### src/sv/skrf_pkg.sv
`default_nettype none
package skrf_pkg;

    localparam int FRACTION_BITS = 16;

    // Register reset values, Q16.16 with FRACTION_BITS fraction bits
    localparam logic [31:0] INIT_VAR_RESET = 32'(64'd10 << FRACTION_BITS);
    localparam logic [31:0] MEAS_VAR_RESET = 32'(64'd1 << (FRACTION_BITS - 1));
    localparam logic [31:0] PROC_VAR_RESET = 32'(64'd4 << FRACTION_BITS);

    // Register indexes, paddr[3:2]
    localparam logic [1:0] REG_INIT_VAR = 2'd0;
    localparam logic [1:0] REG_MEAS_VAR = 2'd1;
    localparam logic [1:0] REG_PROC_VAR = 2'd2;

    typedef logic [4:0] t_upc;

    typedef enum logic [3:0] {
        OP_NOP,
        OP_GYRO,
        OP_SEED,
        OP_PREDICT,
        OP_SUM,
        OP_SCALE,
        OP_MUL_RE,
        OP_MUL_PG,
        OP_ADD_NUM,
        OP_ABS,
        OP_DIV,
        OP_RATE,
        OP_MUL_PR,
        OP_VAR,
        OP_ZVAR,
        OP_EMIT
    } t_uop;

    typedef enum logic [3:0] {
        C_NEXT,
        C_ALWAYS,
        C_NO_ITEM,
        C_INVALID,
        C_ODO,
        C_SEEDED,
        C_SZERO,
        C_DIV_BUSY,
        C_OUT_BLOCKED
    } t_ucond;

    typedef struct packed {
        t_uop   op;
        t_ucond cond;
        t_upc   target;
    } t_uword;

    typedef struct packed {
        logic no_item;
        logic invalid;
        logic odo;
        logic seeded;
        logic s_zero;
        logic div_busy;
        logic out_blocked;
    } t_flags;

    // Program entry points and jump targets
    localparam t_upc STEP_IDLE      = 5'd0;
    localparam t_upc STEP_ODO       = 5'd4;
    localparam t_upc STEP_PREDICT   = 5'd6;
    localparam t_upc STEP_DIV1_WAIT = 5'd15;
    localparam t_upc STEP_DIV2_WAIT = 5'd19;
    localparam t_upc STEP_OUT_WAIT  = 5'd21;
    localparam t_upc STEP_ZERO      = 5'd23;

    function automatic t_uword mk(input t_uop op, input t_ucond cond, input t_upc target);
        t_uword w;
        w.op     = op;
        w.cond   = cond;
        w.target = target;
        return w;
    endfunction

    function automatic t_uword ucode(input t_upc pc);
        t_uword w;
        case (pc)
            5'd0:    w = mk(OP_NOP,     C_NO_ITEM,     STEP_IDLE);
            5'd1:    w = mk(OP_NOP,     C_INVALID,     STEP_IDLE);
            5'd2:    w = mk(OP_NOP,     C_ODO,         STEP_ODO);
            5'd3:    w = mk(OP_GYRO,    C_ALWAYS,      STEP_IDLE);
            5'd4:    w = mk(OP_NOP,     C_SEEDED,      STEP_PREDICT);
            5'd5:    w = mk(OP_SEED,    C_ALWAYS,      STEP_IDLE);
            5'd6:    w = mk(OP_PREDICT, C_NEXT,        STEP_IDLE);
            5'd7:    w = mk(OP_SUM,     C_NEXT,        STEP_IDLE);
            5'd8:    w = mk(OP_NOP,     C_SZERO,       STEP_ZERO);
            5'd9:    w = mk(OP_SCALE,   C_NEXT,        STEP_IDLE);
            5'd10:   w = mk(OP_MUL_RE,  C_NEXT,        STEP_IDLE);
            5'd11:   w = mk(OP_MUL_PG,  C_NEXT,        STEP_IDLE);
            5'd12:   w = mk(OP_ADD_NUM, C_NEXT,        STEP_IDLE);
            5'd13:   w = mk(OP_ABS,     C_NEXT,        STEP_IDLE);
            5'd14:   w = mk(OP_DIV,     C_NEXT,        STEP_IDLE);
            5'd15:   w = mk(OP_NOP,     C_DIV_BUSY,    STEP_DIV1_WAIT);
            5'd16:   w = mk(OP_RATE,    C_NEXT,        STEP_IDLE);
            5'd17:   w = mk(OP_MUL_PR,  C_NEXT,        STEP_IDLE);
            5'd18:   w = mk(OP_DIV,     C_NEXT,        STEP_IDLE);
            5'd19:   w = mk(OP_NOP,     C_DIV_BUSY,    STEP_DIV2_WAIT);
            5'd20:   w = mk(OP_VAR,     C_NEXT,        STEP_IDLE);
            5'd21:   w = mk(OP_NOP,     C_OUT_BLOCKED, STEP_OUT_WAIT);
            5'd22:   w = mk(OP_EMIT,    C_ALWAYS,      STEP_IDLE);
            5'd23:   w = mk(OP_ZVAR,    C_ALWAYS,      STEP_OUT_WAIT);
            default: w = mk(OP_NOP,     C_ALWAYS,      STEP_IDLE);
        endcase
        return w;
    endfunction

endpackage
`default_nettype wire

### src/sv/skrf_div.sv
`default_nettype none
// Unsigned 64 / 32 restoring divider, two quotient bits per cycle.
// Needs dividend[63:32] < divisor so the quotient fits in 32 bits.
module skrf_div (
    input  wire         i_clk,
    input  wire         i_rst_n,
    input  wire         i_start,
    input  wire  [63:0] i_dividend,
    input  wire  [31:0] i_divisor,
    output logic        o_busy,
    output logic [31:0] o_quotient
);

    localparam logic [4:0] DIV_STEPS = 5'd16;

    logic [31:0] r_rem, n_rem;
    logic [31:0] r_quo, n_quo;
    logic [31:0] r_dsr;
    logic [4:0]  r_cnt;
    logic        r_busy;
    logic [32:0] s1, s2;

    // {quotient bit, new remainder}
    function automatic logic [32:0] div_bit(input logic [31:0] rem, input logic bin,
                                            input logic [31:0] dsr);
        logic [32:0] t;
        logic [32:0] d;
        t = {rem, bin};
        d = t - {1'b0, dsr};
        if (t >= {1'b0, dsr}) begin
            return {1'b1, d[31:0]};
        end
        return {1'b0, t[31:0]};
    endfunction

    always_comb begin
        s1    = div_bit(r_rem, r_quo[31], r_dsr);
        s2    = div_bit(s1[31:0], r_quo[30], r_dsr);
        n_rem = s2[31:0];
        n_quo = {r_quo[29:0], s1[32], s2[32]};
    end

    always_ff @(posedge i_clk) begin
        if (!i_rst_n) begin
            r_busy <= 1'b0;
            r_cnt  <= '0;
        end else if (i_start) begin
            r_busy <= 1'b1;
            r_cnt  <= DIV_STEPS;
        end else if (r_busy) begin
            r_cnt <= r_cnt - 5'd1;
            if (r_cnt == 5'd1) begin
                r_busy <= 1'b0;
            end
        end
    end

    always_ff @(posedge i_clk) begin
        if (i_start) begin
            r_rem <= i_dividend[63:32];
            r_quo <= i_dividend[31:0];
            r_dsr <= i_divisor;
        end else if (r_busy) begin
            r_rem <= n_rem;
            r_quo <= n_quo;
        end
    end

    assign o_busy     = r_busy;
    assign o_quotient = r_quo;

    a_start_idle: assert property (@(posedge i_clk) disable iff (!i_rst_n)
        i_start |-> !r_busy)
        else $error("divider restarted while busy");

    a_no_overflow: assert property (@(posedge i_clk) disable iff (!i_rst_n)
        i_start |-> (i_dividend[63:32] < i_divisor))
        else $error("divider quotient would overflow");

    a_busy_count: assert property (@(posedge i_clk) disable iff (!i_rst_n)
        r_busy |-> (r_cnt != 5'd0))
        else $error("divider busy with no steps left");

endmodule
`default_nettype wire

### src/sv/skrf_seq.sv
`default_nettype none
// Microcode sequencer: step counter, control ROM, conditional jumps.
module skrf_seq (
    input  wire                   i_clk,
    input  wire                   i_rst_n,
    input  wire skrf_pkg::t_flags i_flags,
    output skrf_pkg::t_uword      o_uword,
    output logic                  o_idle
);

    skrf_pkg::t_upc r_pc, n_pc;
    logic           take;

    always_comb begin
        o_uword = skrf_pkg::ucode(r_pc);
        case (o_uword.cond)
            skrf_pkg::C_NEXT:        take = 1'b0;
            skrf_pkg::C_ALWAYS:      take = 1'b1;
            skrf_pkg::C_NO_ITEM:     take = i_flags.no_item;
            skrf_pkg::C_INVALID:     take = i_flags.invalid;
            skrf_pkg::C_ODO:         take = i_flags.odo;
            skrf_pkg::C_SEEDED:      take = i_flags.seeded;
            skrf_pkg::C_SZERO:       take = i_flags.s_zero;
            skrf_pkg::C_DIV_BUSY:    take = i_flags.div_busy;
            skrf_pkg::C_OUT_BLOCKED: take = i_flags.out_blocked;
            default:                 take = 1'b0;
        endcase
        n_pc = take ? o_uword.target : r_pc + 5'd1;
    end

    always_ff @(posedge i_clk) begin
        if (!i_rst_n) begin
            r_pc <= skrf_pkg::STEP_IDLE;
        end else begin
            r_pc <= n_pc;
        end
    end

    assign o_idle = (r_pc == skrf_pkg::STEP_IDLE);

endmodule
`default_nettype wire

### src/sv/skrf_dp.sv
`default_nettype none
// Filter datapath: state registers, shared multiplier, divider, output register.
module skrf_dp (
    input  wire                   i_clk,
    input  wire                   i_rst_n,
    input  wire                   i_accept,
    input  wire                   i_cmd,
    input  wire signed [31:0]     i_rate_sample,
    input  wire                   i_sample_valid,
    input  wire        [31:0]     i_init_var,
    input  wire        [31:0]     i_meas_var,
    input  wire        [31:0]     i_proc_var,
    input  wire                   i_out_stall,
    input  wire skrf_pkg::t_uword i_uword,
    output skrf_pkg::t_flags      o_flags,
    output logic                  o_out_valid,
    output logic signed [31:0]    o_fused_rate,
    output logic        [31:0]    o_fused_variance
);

    skrf_pkg::t_uop op;

    // latched item
    logic        r_cmd;
    logic        r_valid;
    logic [31:0] r_sample;

    // filter state
    logic [31:0] r_est;
    logic [31:0] r_var;
    logic [31:0] r_gyro;
    logic [31:0] r_prev;
    logic        r_awaiting;

    // fusion scratch
    logic [32:0] r_s;
    logic [31:0] r_p;
    logic [31:0] r_r;
    logic        r_k;
    logic [63:0] r_m1;
    logic [63:0] r_m2;
    logic [64:0] r_num;
    logic        r_neg;
    logic [63:0] r_dvd;

    // output register
    logic        r_out_valid;
    logic [31:0] r_out_rate;
    logic [31:0] r_out_var;

    logic signed [32:0] mul_a, mul_b;
    logic signed [65:0] mul_prod;
    logic [33:0] pred_sum;
    logic [31:0] pred_est;
    logic [32:0] var_sum;
    logic [32:0] pr_sum;
    logic [32:0] half_sum;
    logic [64:0] num_sum;
    logic [64:0] num_neg;
    logic        div_busy;
    logic [31:0] div_quo;
    logic        div_start;

    assign op = i_uword.op;

    always_comb begin
        case (op)
            skrf_pkg::OP_MUL_RE: begin
                mul_a = $signed({1'b0, r_r});
                mul_b = $signed({r_est[31], r_est});
            end
            skrf_pkg::OP_MUL_PG: begin
                mul_a = $signed({1'b0, r_p});
                mul_b = $signed({r_gyro[31], r_gyro});
            end
            default: begin
                mul_a = $signed({1'b0, r_p});
                mul_b = $signed({1'b0, r_r});
            end
        endcase
        mul_prod = mul_a * mul_b;
    end

    always_comb begin
        pred_sum = {{2{r_est[31]}}, r_est} + {{2{r_sample[31]}}, r_sample}
                 - {{2{r_prev[31]}}, r_prev};
        // saturate when the top three bits disagree
        if (pred_sum[33:31] == 3'b000 || pred_sum[33:31] == 3'b111) begin
            pred_est = pred_sum[31:0];
        end else if (pred_sum[33]) begin
            pred_est = 32'h8000_0000;
        end else begin
            pred_est = 32'h7FFF_FFFF;
        end
        var_sum  = {1'b0, r_var} + {1'b0, i_proc_var};
        pr_sum   = {1'b0, r_var} + {1'b0, i_meas_var};
        half_sum = {2'b00, r_var[31:1]} + {2'b00, i_meas_var[31:1]};
        num_sum  = {r_m1[63], r_m1} + {r_m2[63], r_m2};
        num_neg  = 65'd0 - r_num;
    end

    assign div_start = (op == skrf_pkg::OP_DIV);

    skrf_div u_div (
        .i_clk      (i_clk),
        .i_rst_n    (i_rst_n),
        .i_start    (div_start),
        .i_dividend (r_dvd),
        .i_divisor  (r_s[31:0]),
        .o_busy     (div_busy),
        .o_quotient (div_quo)
    );

    always_ff @(posedge i_clk) begin
        if (!i_rst_n) begin
            r_est       <= '0;
            r_var       <= skrf_pkg::INIT_VAR_RESET;
            r_gyro      <= '0;
            r_prev      <= '0;
            r_awaiting  <= 1'b1;
            r_valid     <= 1'b0;
            r_cmd       <= 1'b0;
            r_out_valid <= 1'b0;
        end else begin
            if (i_accept) begin
                r_cmd   <= i_cmd;
                r_valid <= i_sample_valid;
            end
            case (op)
                skrf_pkg::OP_GYRO: r_gyro <= r_sample;
                skrf_pkg::OP_SEED: begin
                    r_est      <= r_sample;
                    r_prev     <= r_sample;
                    r_var      <= i_init_var;
                    r_awaiting <= 1'b0;
                end
                skrf_pkg::OP_PREDICT: begin
                    r_est  <= pred_est;
                    r_prev <= r_sample;
                    r_var  <= var_sum[32] ? 32'hFFFF_FFFF : var_sum[31:0];
                end
                skrf_pkg::OP_RATE: r_est <= r_neg ? 32'd0 - div_quo : div_quo;
                skrf_pkg::OP_VAR: begin
                    if (!r_k) begin
                        r_var <= div_quo;
                    end else if (div_quo[31]) begin
                        r_var <= 32'hFFFF_FFFF;
                    end else begin
                        r_var <= {div_quo[30:0], 1'b0};
                    end
                end
                skrf_pkg::OP_ZVAR: r_var <= '0;
                default: ;
            endcase
            if (op == skrf_pkg::OP_EMIT) begin
                r_out_valid <= 1'b1;
            end else if (r_out_valid && !i_out_stall) begin
                r_out_valid <= 1'b0;
            end
        end
    end

    always_ff @(posedge i_clk) begin
        if (i_accept) begin
            r_sample <= i_rate_sample;
        end
        case (op)
            skrf_pkg::OP_SUM: r_s <= pr_sum;
            skrf_pkg::OP_SCALE: begin
                // P + R above 32 bits: halve both
                if (r_s[32]) begin
                    r_p <= {1'b0, r_var[31:1]};
                    r_r <= {1'b0, i_meas_var[31:1]};
                    r_k <= 1'b1;
                    r_s <= half_sum;
                end else begin
                    r_p <= r_var;
                    r_r <= i_meas_var;
                    r_k <= 1'b0;
                end
            end
            skrf_pkg::OP_MUL_RE: r_m1  <= mul_prod[63:0];
            skrf_pkg::OP_MUL_PG: r_m2  <= mul_prod[63:0];
            skrf_pkg::OP_ADD_NUM: r_num <= num_sum;
            skrf_pkg::OP_ABS: begin
                r_neg <= r_num[64];
                r_dvd <= r_num[64] ? num_neg[63:0] : r_num[63:0];
            end
            skrf_pkg::OP_MUL_PR: r_dvd <= mul_prod[63:0];
            skrf_pkg::OP_EMIT: begin
                r_out_rate <= r_est;
                r_out_var  <= r_var;
            end
            default: ;
        endcase
    end

    always_comb begin
        o_flags.no_item     = !i_accept;
        o_flags.invalid     = !r_valid;
        o_flags.odo         = r_cmd;
        o_flags.seeded      = !r_awaiting;
        o_flags.s_zero      = (r_s == 33'd0);
        o_flags.div_busy    = div_busy;
        o_flags.out_blocked = r_out_valid && i_out_stall;
    end

    assign o_out_valid      = r_out_valid;
    assign o_fused_rate     = $signed(r_out_rate);
    assign o_fused_variance = r_out_var;

    a_emit_free: assert property (@(posedge i_clk) disable iff (!i_rst_n)
        (op == skrf_pkg::OP_EMIT) |-> !r_out_valid)
        else $error("result written over an untaken beat");

    a_divisor_fits: assert property (@(posedge i_clk) disable iff (!i_rst_n)
        (op == skrf_pkg::OP_DIV) |-> (!r_s[32] && r_s != 33'd0))
        else $error("divisor out of range");

    a_rate_fits: assert property (@(posedge i_clk) disable iff (!i_rst_n)
        (op == skrf_pkg::OP_RATE) |->
            (!div_quo[31] || (r_neg && div_quo[30:0] == 31'd0)))
        else $error("fused rate quotient out of range");

endmodule
`default_nettype wire

### src/sv/scalar_kalman_rate_filter_core.sv
// Gyro, invalid and first-odometry items produce no result.
// Fused odometry item: one result beat, after two full passes of the 2-bit
// divider; the next item is taken only once the sequencer is back at idle.
// Zero P + R skips the divides and clears the variance.
// Synchronous active-low reset: sequencer idle, registers at defaults,
// estimate and gyro cleared, waiting for the first odometry sample.
`default_nettype none
module scalar_kalman_rate_filter_core (
    input  wire                i_clk,
    input  wire                i_rst_n,
    // item channel
    input  wire                i_in_valid,
    output logic               o_in_stall,
    input  wire                i_cmd,
    input  wire signed [31:0]  i_rate_sample,
    input  wire                i_sample_valid,
    // result channel
    output logic               o_out_valid,
    input  wire                i_out_stall,
    output logic signed [31:0] o_fused_rate,
    output logic        [31:0] o_fused_variance,
    // register port
    input  wire                psel,
    input  wire                penable,
    input  wire                pwrite,
    input  wire         [3:0]  paddr,
    input  wire         [31:0] pwdata,
    output logic        [31:0] prdata,
    output logic               pready
);

    logic [31:0] r_init_var;
    logic [31:0] r_meas_var;
    logic [31:0] r_proc_var;
    logic        cfg_wr;
    logic        idle;
    logic        accept;

    skrf_pkg::t_flags flags;
    skrf_pkg::t_uword uword;

    assign pready = 1'b1;
    assign cfg_wr = psel && penable && pwrite;

    always_ff @(posedge i_clk) begin
        if (!i_rst_n) begin
            r_init_var <= skrf_pkg::INIT_VAR_RESET;
            r_meas_var <= skrf_pkg::MEAS_VAR_RESET;
            r_proc_var <= skrf_pkg::PROC_VAR_RESET;
        end else if (cfg_wr) begin
            case (paddr[3:2])
                skrf_pkg::REG_INIT_VAR: r_init_var <= pwdata;
                skrf_pkg::REG_MEAS_VAR: r_meas_var <= pwdata;
                skrf_pkg::REG_PROC_VAR: r_proc_var <= pwdata;
                default: ;
            endcase
        end
    end

    always_comb begin
        case (paddr[3:2])
            skrf_pkg::REG_INIT_VAR: prdata = r_init_var;
            skrf_pkg::REG_MEAS_VAR: prdata = r_meas_var;
            skrf_pkg::REG_PROC_VAR: prdata = r_proc_var;
            default:                prdata = '0;
        endcase
    end

    assign o_in_stall = !idle;
    assign accept     = i_in_valid && idle;

    skrf_seq u_seq (
        .i_clk   (i_clk),
        .i_rst_n (i_rst_n),
        .i_flags (flags),
        .o_uword (uword),
        .o_idle  (idle)
    );

    skrf_dp u_dp (
        .i_clk            (i_clk),
        .i_rst_n          (i_rst_n),
        .i_accept         (accept),
        .i_cmd            (i_cmd),
        .i_rate_sample    (i_rate_sample),
        .i_sample_valid   (i_sample_valid),
        .i_init_var       (r_init_var),
        .i_meas_var       (r_meas_var),
        .i_proc_var       (r_proc_var),
        .i_out_stall      (i_out_stall),
        .i_uword          (uword),
        .o_flags          (flags),
        .o_out_valid      (o_out_valid),
        .o_fused_rate     (o_fused_rate),
        .o_fused_variance (o_fused_variance)
    );

endmodule
`default_nettype wire

### config.mk
export PLATFORM = sky130hd
export DESIGN_NAME = scalar_kalman_rate_filter_core
export DESIGN_NICKNAME = d
export VERILOG_FILES = /design/src/sv/skrf_pkg.sv /design/src/sv/skrf_div.sv /design/src/sv/skrf_seq.sv /design/src/sv/skrf_dp.sv /design/src/sv/scalar_kalman_rate_filter_core.sv
export SDC_FILE = /design/constraint.sdc
export NUM_CORES = 2
export LEC_CHECK = 0
export BUFFER_PORTS_ARGS = -buffer_cell sky130_fd_sc_hd__buf_2
export CAP_MARGIN = 10
export CORE_ASPECT_RATIO = 0.5
export CORE_MARGIN = 3
export CORE_UTILIZATION = 45
export CTS_BUF_LIST = sky130_fd_sc_hd__clkbuf_8
export CTS_CLUSTER_DIAMETER = 200
export DETAILED_ROUTE_END_ITERATION = 7
export HOLD_SLACK_MARGIN = 0.02
export PLACE_DENSITY_LB_ADDON = 0.3
export SLEW_MARGIN = 25
export SYNTH_ARGS = -nofsm -noshare
export SYNTH_HDL_FRONTEND = slang
export SYNTH_SLANG_ARGS = --single-unit
### constraint.sdc
create_clock -name i_clk -period 12.8 [get_ports i_clk]
set_clock_uncertainty 0.1 [all_clocks]
set_input_delay 1.28 -clock i_clk [delete_from_list [all_inputs] [get_ports i_clk]]
set_output_delay 1.28 -clock i_clk [all_outputs]
set_load 0.005 [all_outputs]
=== Yosys cells after proc, flatten, opt, wreduce, memory -nomap -nowiden ===
Memory sizes are Yosys's and may differ from the RTL's. A register that Yosys moved wholly into a read port is not among the register bits.
Index checks and enable logic that the tools add are counted.
W data, S select, Z words.

* Multipliers: 1
* Order comparisons: 2
* Reductions and logical operators: 27
* Bitwise gates (word level): 1
* Muxes and demuxes: 38
* Add/sub/neg operators: 12
* Equal/unequal tests: 28

{| class="wikitable"
|+ Operators by type and width
! cell !! number
|-
| $mux W32 || 11
|-
| $pmux W32 S3 || 2
|-
| $mux W33 || 5
|-
| $pmux W33 S2 || 2
|-
| $pmux W32 S4 || 1
|-
| $pmux W64 S2 || 1
|-
| $add A32 B32 Y33 || 3
|-
| $ge A33 B32 Y1 || 2
|-
| $add A64 B64 Y65 || 1
|-
| $mul A33 B33 Y64 || 1
|-
| $mux W64 || 1
|-
| $sub A1 B64 Y64 const A || 1
|-
| $sub A32 B32 Y32 || 2
|-
| $mux W31 || 2
|-
| $eq A4 B4 Y1 const B || 9
|-
| $sub A34 B34 Y34 || 1
|-
| $logic_not A33 Y1 || 1
|-
| $add A31 B31 Y32 || 1
|-
| $eq A4 B3 Y1 const B || 8
|-
| $sub A1 B32 Y32 const A || 1
|-
| $mux W5 || 4
|-
| $eq A4 B2 Y1 const B || 4
|-
| $eq A4 B1 Y1 const B || 2
|-
| $mux W1 || 8
|-
| 20 further kinds || 35
|}

* Memories kept: 1
* Bits in read-only memories: 416
* Register bits after elaboration: 787
* Logic and storage cells: 143
* Input bits: 77

{| class="wikitable"
|+ Memory list
! memory !! depth !! bits a word !! read ports !! clocked after Yosys merged registers in !! write ports !! RTL line !! RTL
|-
| (no name shown) || 32 || 13 || 1 || 1 || 0 || skrf_pkg.sv:84 || <nowiki>case (pc)</nowiki>
|}

=== Depth between registers and ports, before layout ===
* Depth after elaboration: 8
* Mapped depth: 37
* Gate-level depth less buffers: 32

=== By module ===
From an unflattened synthesis, not the netlist that was laid out.

* Cells, all modules: 9010
* Area, all modules: 83164.8 sq um

{| class="wikitable"
|+ Modules (own cells, without submodules)
! module !! cells each !! sequential area each (sq um) !! times used !! area an instance (sq um)
|-
| skrf_dp || 7470 || 16215.6 || 1 || 68996.2
|-
| skrf_div || 895 || 3002.9 || 1 || 8409.3
|-
| scalar_kalman_rate_filter_core || 467 || 1921.8 || 1 || 4309.1
|-
| skrf_seq || 178 || 360.3 || 1 || 1450.1
|}

=== Worst setup path after synthesis ===
No wires, ideal clock.

* Kind: reg-to-reg
* Start point: reg u_seq.o_uword[11] (netlist name)
* End point: reg u_dp.r_m1[63], data pin
* Path slack: 2.661 ns
* Setup time: 0.273 ns
* Arrival time: 9.766 ns
* Cell stages (with the launch flop): 34
* Cells stage by stage: dfxtp_1 > clkbuf_1 > nor2b_1 > nand2_1 > nor2_1 > buf_1 > buf_2 > mux2i_1 > clkbuf_1 > nor2_1 > fa_1 > fa_1 > fa_1 > inv_1 > fa_1 > fa_1 > inv_1 > fa_1 > fa_1 > inv_1 > fa_1 > inv_1 > ha_1 > clkbuf_1 > nand3_1 > or4_1 > nor3b_1 > o21ai_0 > o31a_1 > o31ai_1 > a31oi_1 > nand2b_1 > o21bai_1 > xor2_1

* Cells in the longest elaborated chain, start to end: 3
* Elaborated cells on any way between the ends: 5
* Classes of those cells: mul: 1; eq/ne: 2; mux: 2

{| class="wikitable"
|+ RTL lines
! item !! RTL line !! RTL
|-
| $eq A4 B3 Y1 || skrf_dp.sv:67 || <nowiki>case (op)</nowiki>
|-
| $pmux W33 S2 or $mux W32 (tied branches) || skrf_dp.sv:67 ||
|-
| $mul A33 B33 Y64 * || skrf_dp.sv:81 || <nowiki>mul_prod = mul_a * mul_b;</nowiki>
|-
| net u_dp.mul_prod[63] || skrf_dp.sv:52 || <nowiki>logic signed [65:0] mul_prod;</nowiki>
|-
| to (signal assigned) || skrf_dp.sv:182 || <nowiki>skrf_pkg::OP_MUL_RE: r_m1 <= mul_prod[63:0];</nowiki>
|-
| to (decl) || skrf_dp.sv:40 || <nowiki>logic [63:0] r_m1;</nowiki>
|}

Mark *: on every way through the listed nets, which the timed path passes. The rest lies on a longest branch.
A chain may end at the register's enable or synchronous reset.

=== Final worst setup path ===
* Start point: reg u_seq.o_uword[11] (netlist name)
* End point: reg u_dp.r_dvd[63], data pin

* Cells in the longest elaborated chain, start to end: 4
* Elaborated cells on any way between the ends: 8
* Classes of those cells: mul: 1; eq/ne: 4; mux: 3

{| class="wikitable"
|+ RTL lines
! item !! RTL line !! RTL
|-
| $eq A4 B3 Y1 || skrf_dp.sv:67 ||
|-
| $pmux W33 S2 or $mux W32 (tied branches) || skrf_dp.sv:67 ||
|-
| $mul A33 B33 Y64 || skrf_dp.sv:81 ||
|-
| $pmux W64 S2 * || skrf_dp.sv:167 || <nowiki>case (op)</nowiki>
|-
| to (signal assigned) || skrf_dp.sv:187 || <nowiki>r_dvd <= r_num[64] ? num_neg[63:0] : r_num[63:0];</nowiki>
|-
| to (signal assigned) || skrf_dp.sv:189 || <nowiki>skrf_pkg::OP_MUL_PR: r_dvd <= mul_prod[63:0];</nowiki>
|-
| to (decl) || skrf_dp.sv:44 || <nowiki>logic [63:0] r_dvd;</nowiki>
|}

Every way passes the cells marked *; elsewhere a longest branch is shown, timed or not.

==> impl_metrics.tcl <==
set metrics [dict create \
    netlist_top_cells_area "fa_1 23%, edfxtp_1 20%, ha_1 8.5%, dfxtp_1 6.2%, nand2_1 6.0%" \
    detail-route-antenna-nets 0 \
    cp-end-kind "flop" \
    run_status "completed" \
    pin_slew_with_the_least_headroom_to_its_limit_ns 1.16 \
    post-route-min-period_ns 11.65 \
    timing_max_transition_violations_final 0 \
    h-tree-depth 3 \
    critPathMaxFanout 34 \
    groute.layer.met3.usage_pct 8.48 \
    pin_count_of_the_biggest_net_entering_global_routing 136 \
    setup_viol 0 \
    hold_violations 0 \
    busiest_layer "met2" \
    drc 0 \
    viasPerCell 5.90 \
    cts_setup_buffers 0 \
    final_nets 10600 \
    io_pins 176 \
    groute.usage.overall_pct 30.0 \
    vias 67700 \
    synth.yosys.warnings 0 \
    floorplan.rows 109 \
    gp_routability_congestion 0.966 \
    critPathLaunch "u_seq.o_uword[11]$_DFF_P_" \
    crit-reg2reg-launch "u_seq.o_uword[11]$_DFF_P_" \
    slowest_stage "mux2i_2" \
    holdCritPathClass "flop to flop" \
    synth_to_layout_area_growth_pct 7.61 \
    ys_seq_area_share_pct 26.3 \
    dp.final_hpwl_um 221000 \
    overflow 0 \
    dr.pass1.iters 6 \
    setup_tns_ns 0 \
    syn-mean-instance-area_um2 9.11 \
    grt_first_pass_wirelength_um 421000 \
    io_buffers 172 \
    cts-root-buf "clkbuf_8" \
    grt_antenna_before_repair 25 \
    finish.utilization_pct 49.3 \
    post_synthesis_net_count 10600 \
    design_area_um2 88100 \
    synth_top_area_cell "fa_1" \
    clock_tree_from_tritoncts "built" \
    die_y_um 308 \
    synth_commonest_cells "1,315 x nand2_1, 1,170 x inv_1, 936 x fa_1" \
    final.fill_count 16900 \
    path_class "flop to flop" \
    cts.repair.resized 0 \
    synth_async_sr_flop_share_pct 0 \
    netlist-cell-type-count 98 \
    groute.layer.met2.usage_pct 43.5 \
    ctsHoldBuffers 0 \
    core-area_um2 179000 \
    crit_path_frequent_cell "fa_1" \
    dpl_cell_area_um2 85500 \
    cpPeakStageDelay_ns 0.97 \
    worst_setup_path_start_kind "flop" \
    cp_top_family "adder cells" \
    cts-buffers-inserted 121 \
    ys_ff_latch 800 \
    maxSlewHeadroom_pct 21.1 \
    die_area_um2 187000 \
    post_drt_wl_per_cell_um 24.7 \
    worst_hold_slack_ns 0.339 \
    syn-cell-area_um2 81900 \
    synth_most_common_cell "nand2_1" \
    drive_above_1_share_pct 8.19 \
    initial_core_util_pct 45.8 \
    die_w_um 609 \
    number_of_violations_of_the_max_capacitance_limit 0 \
    cts.sink_count 800 \
    synth_top_flop_cell "edfxtp_1" \
    ctsLongestPathBuffers 3 \
    postSynthCellCount 8985 \
    final.period_utilization_pct 91.0 \
    rsz0062_at_grt "no" \
    timing.fmax_mhz 85.8 \
    final_wl_um 283000 \
    arrival_time_reported_for_the_critical_path_endpoint_ns 12.23 \
    post_synth_edffs 548 \
    worst-endpoint-required_ns 13.38 \
    hold_path.startpoint "u_dp.r_s[31]$_DFFE_PP_" \
    cts.reportedPaths.clkPinSlew_ns 0.07 \
    detail_route.iter0.violations 7756 \
    critical_path.n_buffers_inverters 8 \
    met1_usage_pct 42.1 \
    yosysTopAreaCellShare_pct 22.9 \
    first_global_vias 65400 \
    clk-insertion-delay-late_ns 0.91 \
]
sequential cells by signal (all words and copies together) (netlist names), 33 cells and up:
signal      flops
u_dp.r_m2      64
u_dp.r_m1      64
u_dp.r_dvd     64
u_dp.r_num     65
u_dp.r_s       33
stage by stage:
stage          setup WS [ns]  std cells
2_1_floorplan           2.66       8985
3_3_place_gp            1.56      11200
3_5_place_dp            1.52      11200
4_1_cts                 1.41      11500
5_1_grt                0.769      11500
6_report                1.15      11500
final timing paths:
kind | end | slack [ns] | cells past startpoint
hold / removal | u_dp.u_div.r_dsr[31]$_DFFE_PP_ | 0.34 | 0
hold reg to reg | u_dp.u_div.r_dsr[31]$_DFFE_PP_ | 0.34 | 0
setup / recovery | u_dp.r_dvd[63]$_DFFE_PP_ | 1.15 | 32
setup reg to reg | u_dp.r_dvd[63]$_DFFE_PP_ | 1.15 | 32
worst reg2reg max path: cells and delay by family, from the launching register on:
kind / cells / cell delay [ns]
compound gates: 7 / 2.17
buf+inv: 8 / 1.27
simple gates: 7 / 2.15
mux: 1 / 0.98
flops: 1 / 0.31
fa+ha+maj: 9 / 4.45
cells by family after synthesis:
logic type      count (synthesis)  share of synthesized area [%]
fa+ha+maj                    1492                           31.4
xor+xnor                      419                           4.49
mux                           205                           2.68
flops                         800                           26.3
other cells                     1                        0.00458
compound gates               1837                           14.2
buf+inv                      1605                           7.43
simple gates                 2626                           13.5
layout make-up:
cell class / count / area, um^2 / share of cell area (%)
timing repair buffer: 306 / 1940 / 2.21
sequential: 800 / 21500 / 24.4
tap: 2386 / 2990 / 3.39
antenna: 8 / 20.0 / 0.0227
clock buffer: 133 / 1830 / 2.08
inverter: 1172 / 4400 / 4.99
multi-input combinational: 6580 / 54700 / 62.1
clock inverter: 97 / 668 / 0.759
layer usage:
layer | part of all wire [%] | vias up
li1 | - | 29800
met1 | 42 | 33700
met2 | 42 | 3507
met3 | 12 | 664
met4 | 4.6 | 2
met5 | 0.017 | -
placed cells by master, fill, tap and decap left out, types with 72 or more instances in the layout:
cell / n
nand2_1: 1315
inv_1: 1205
fa_1: 936
nor2_1: 817
ha_1: 556
edfxtp_1: 548
a21oi_1: 508
o21ai_0: 462
dfxtp_1: 251
xnor2_1: 250
a21o_1: 175
a21boi_0: 172
buf_2: 171
xor2_1: 168
clkbuf_8: 133
buf_4: 129
mux2_2: 105
mux2i_1: 72
o21bai_1: 72
Power is not shown: default switching activity piles up to over one toggle a cycle in this logic, so the estimate is an artifact.
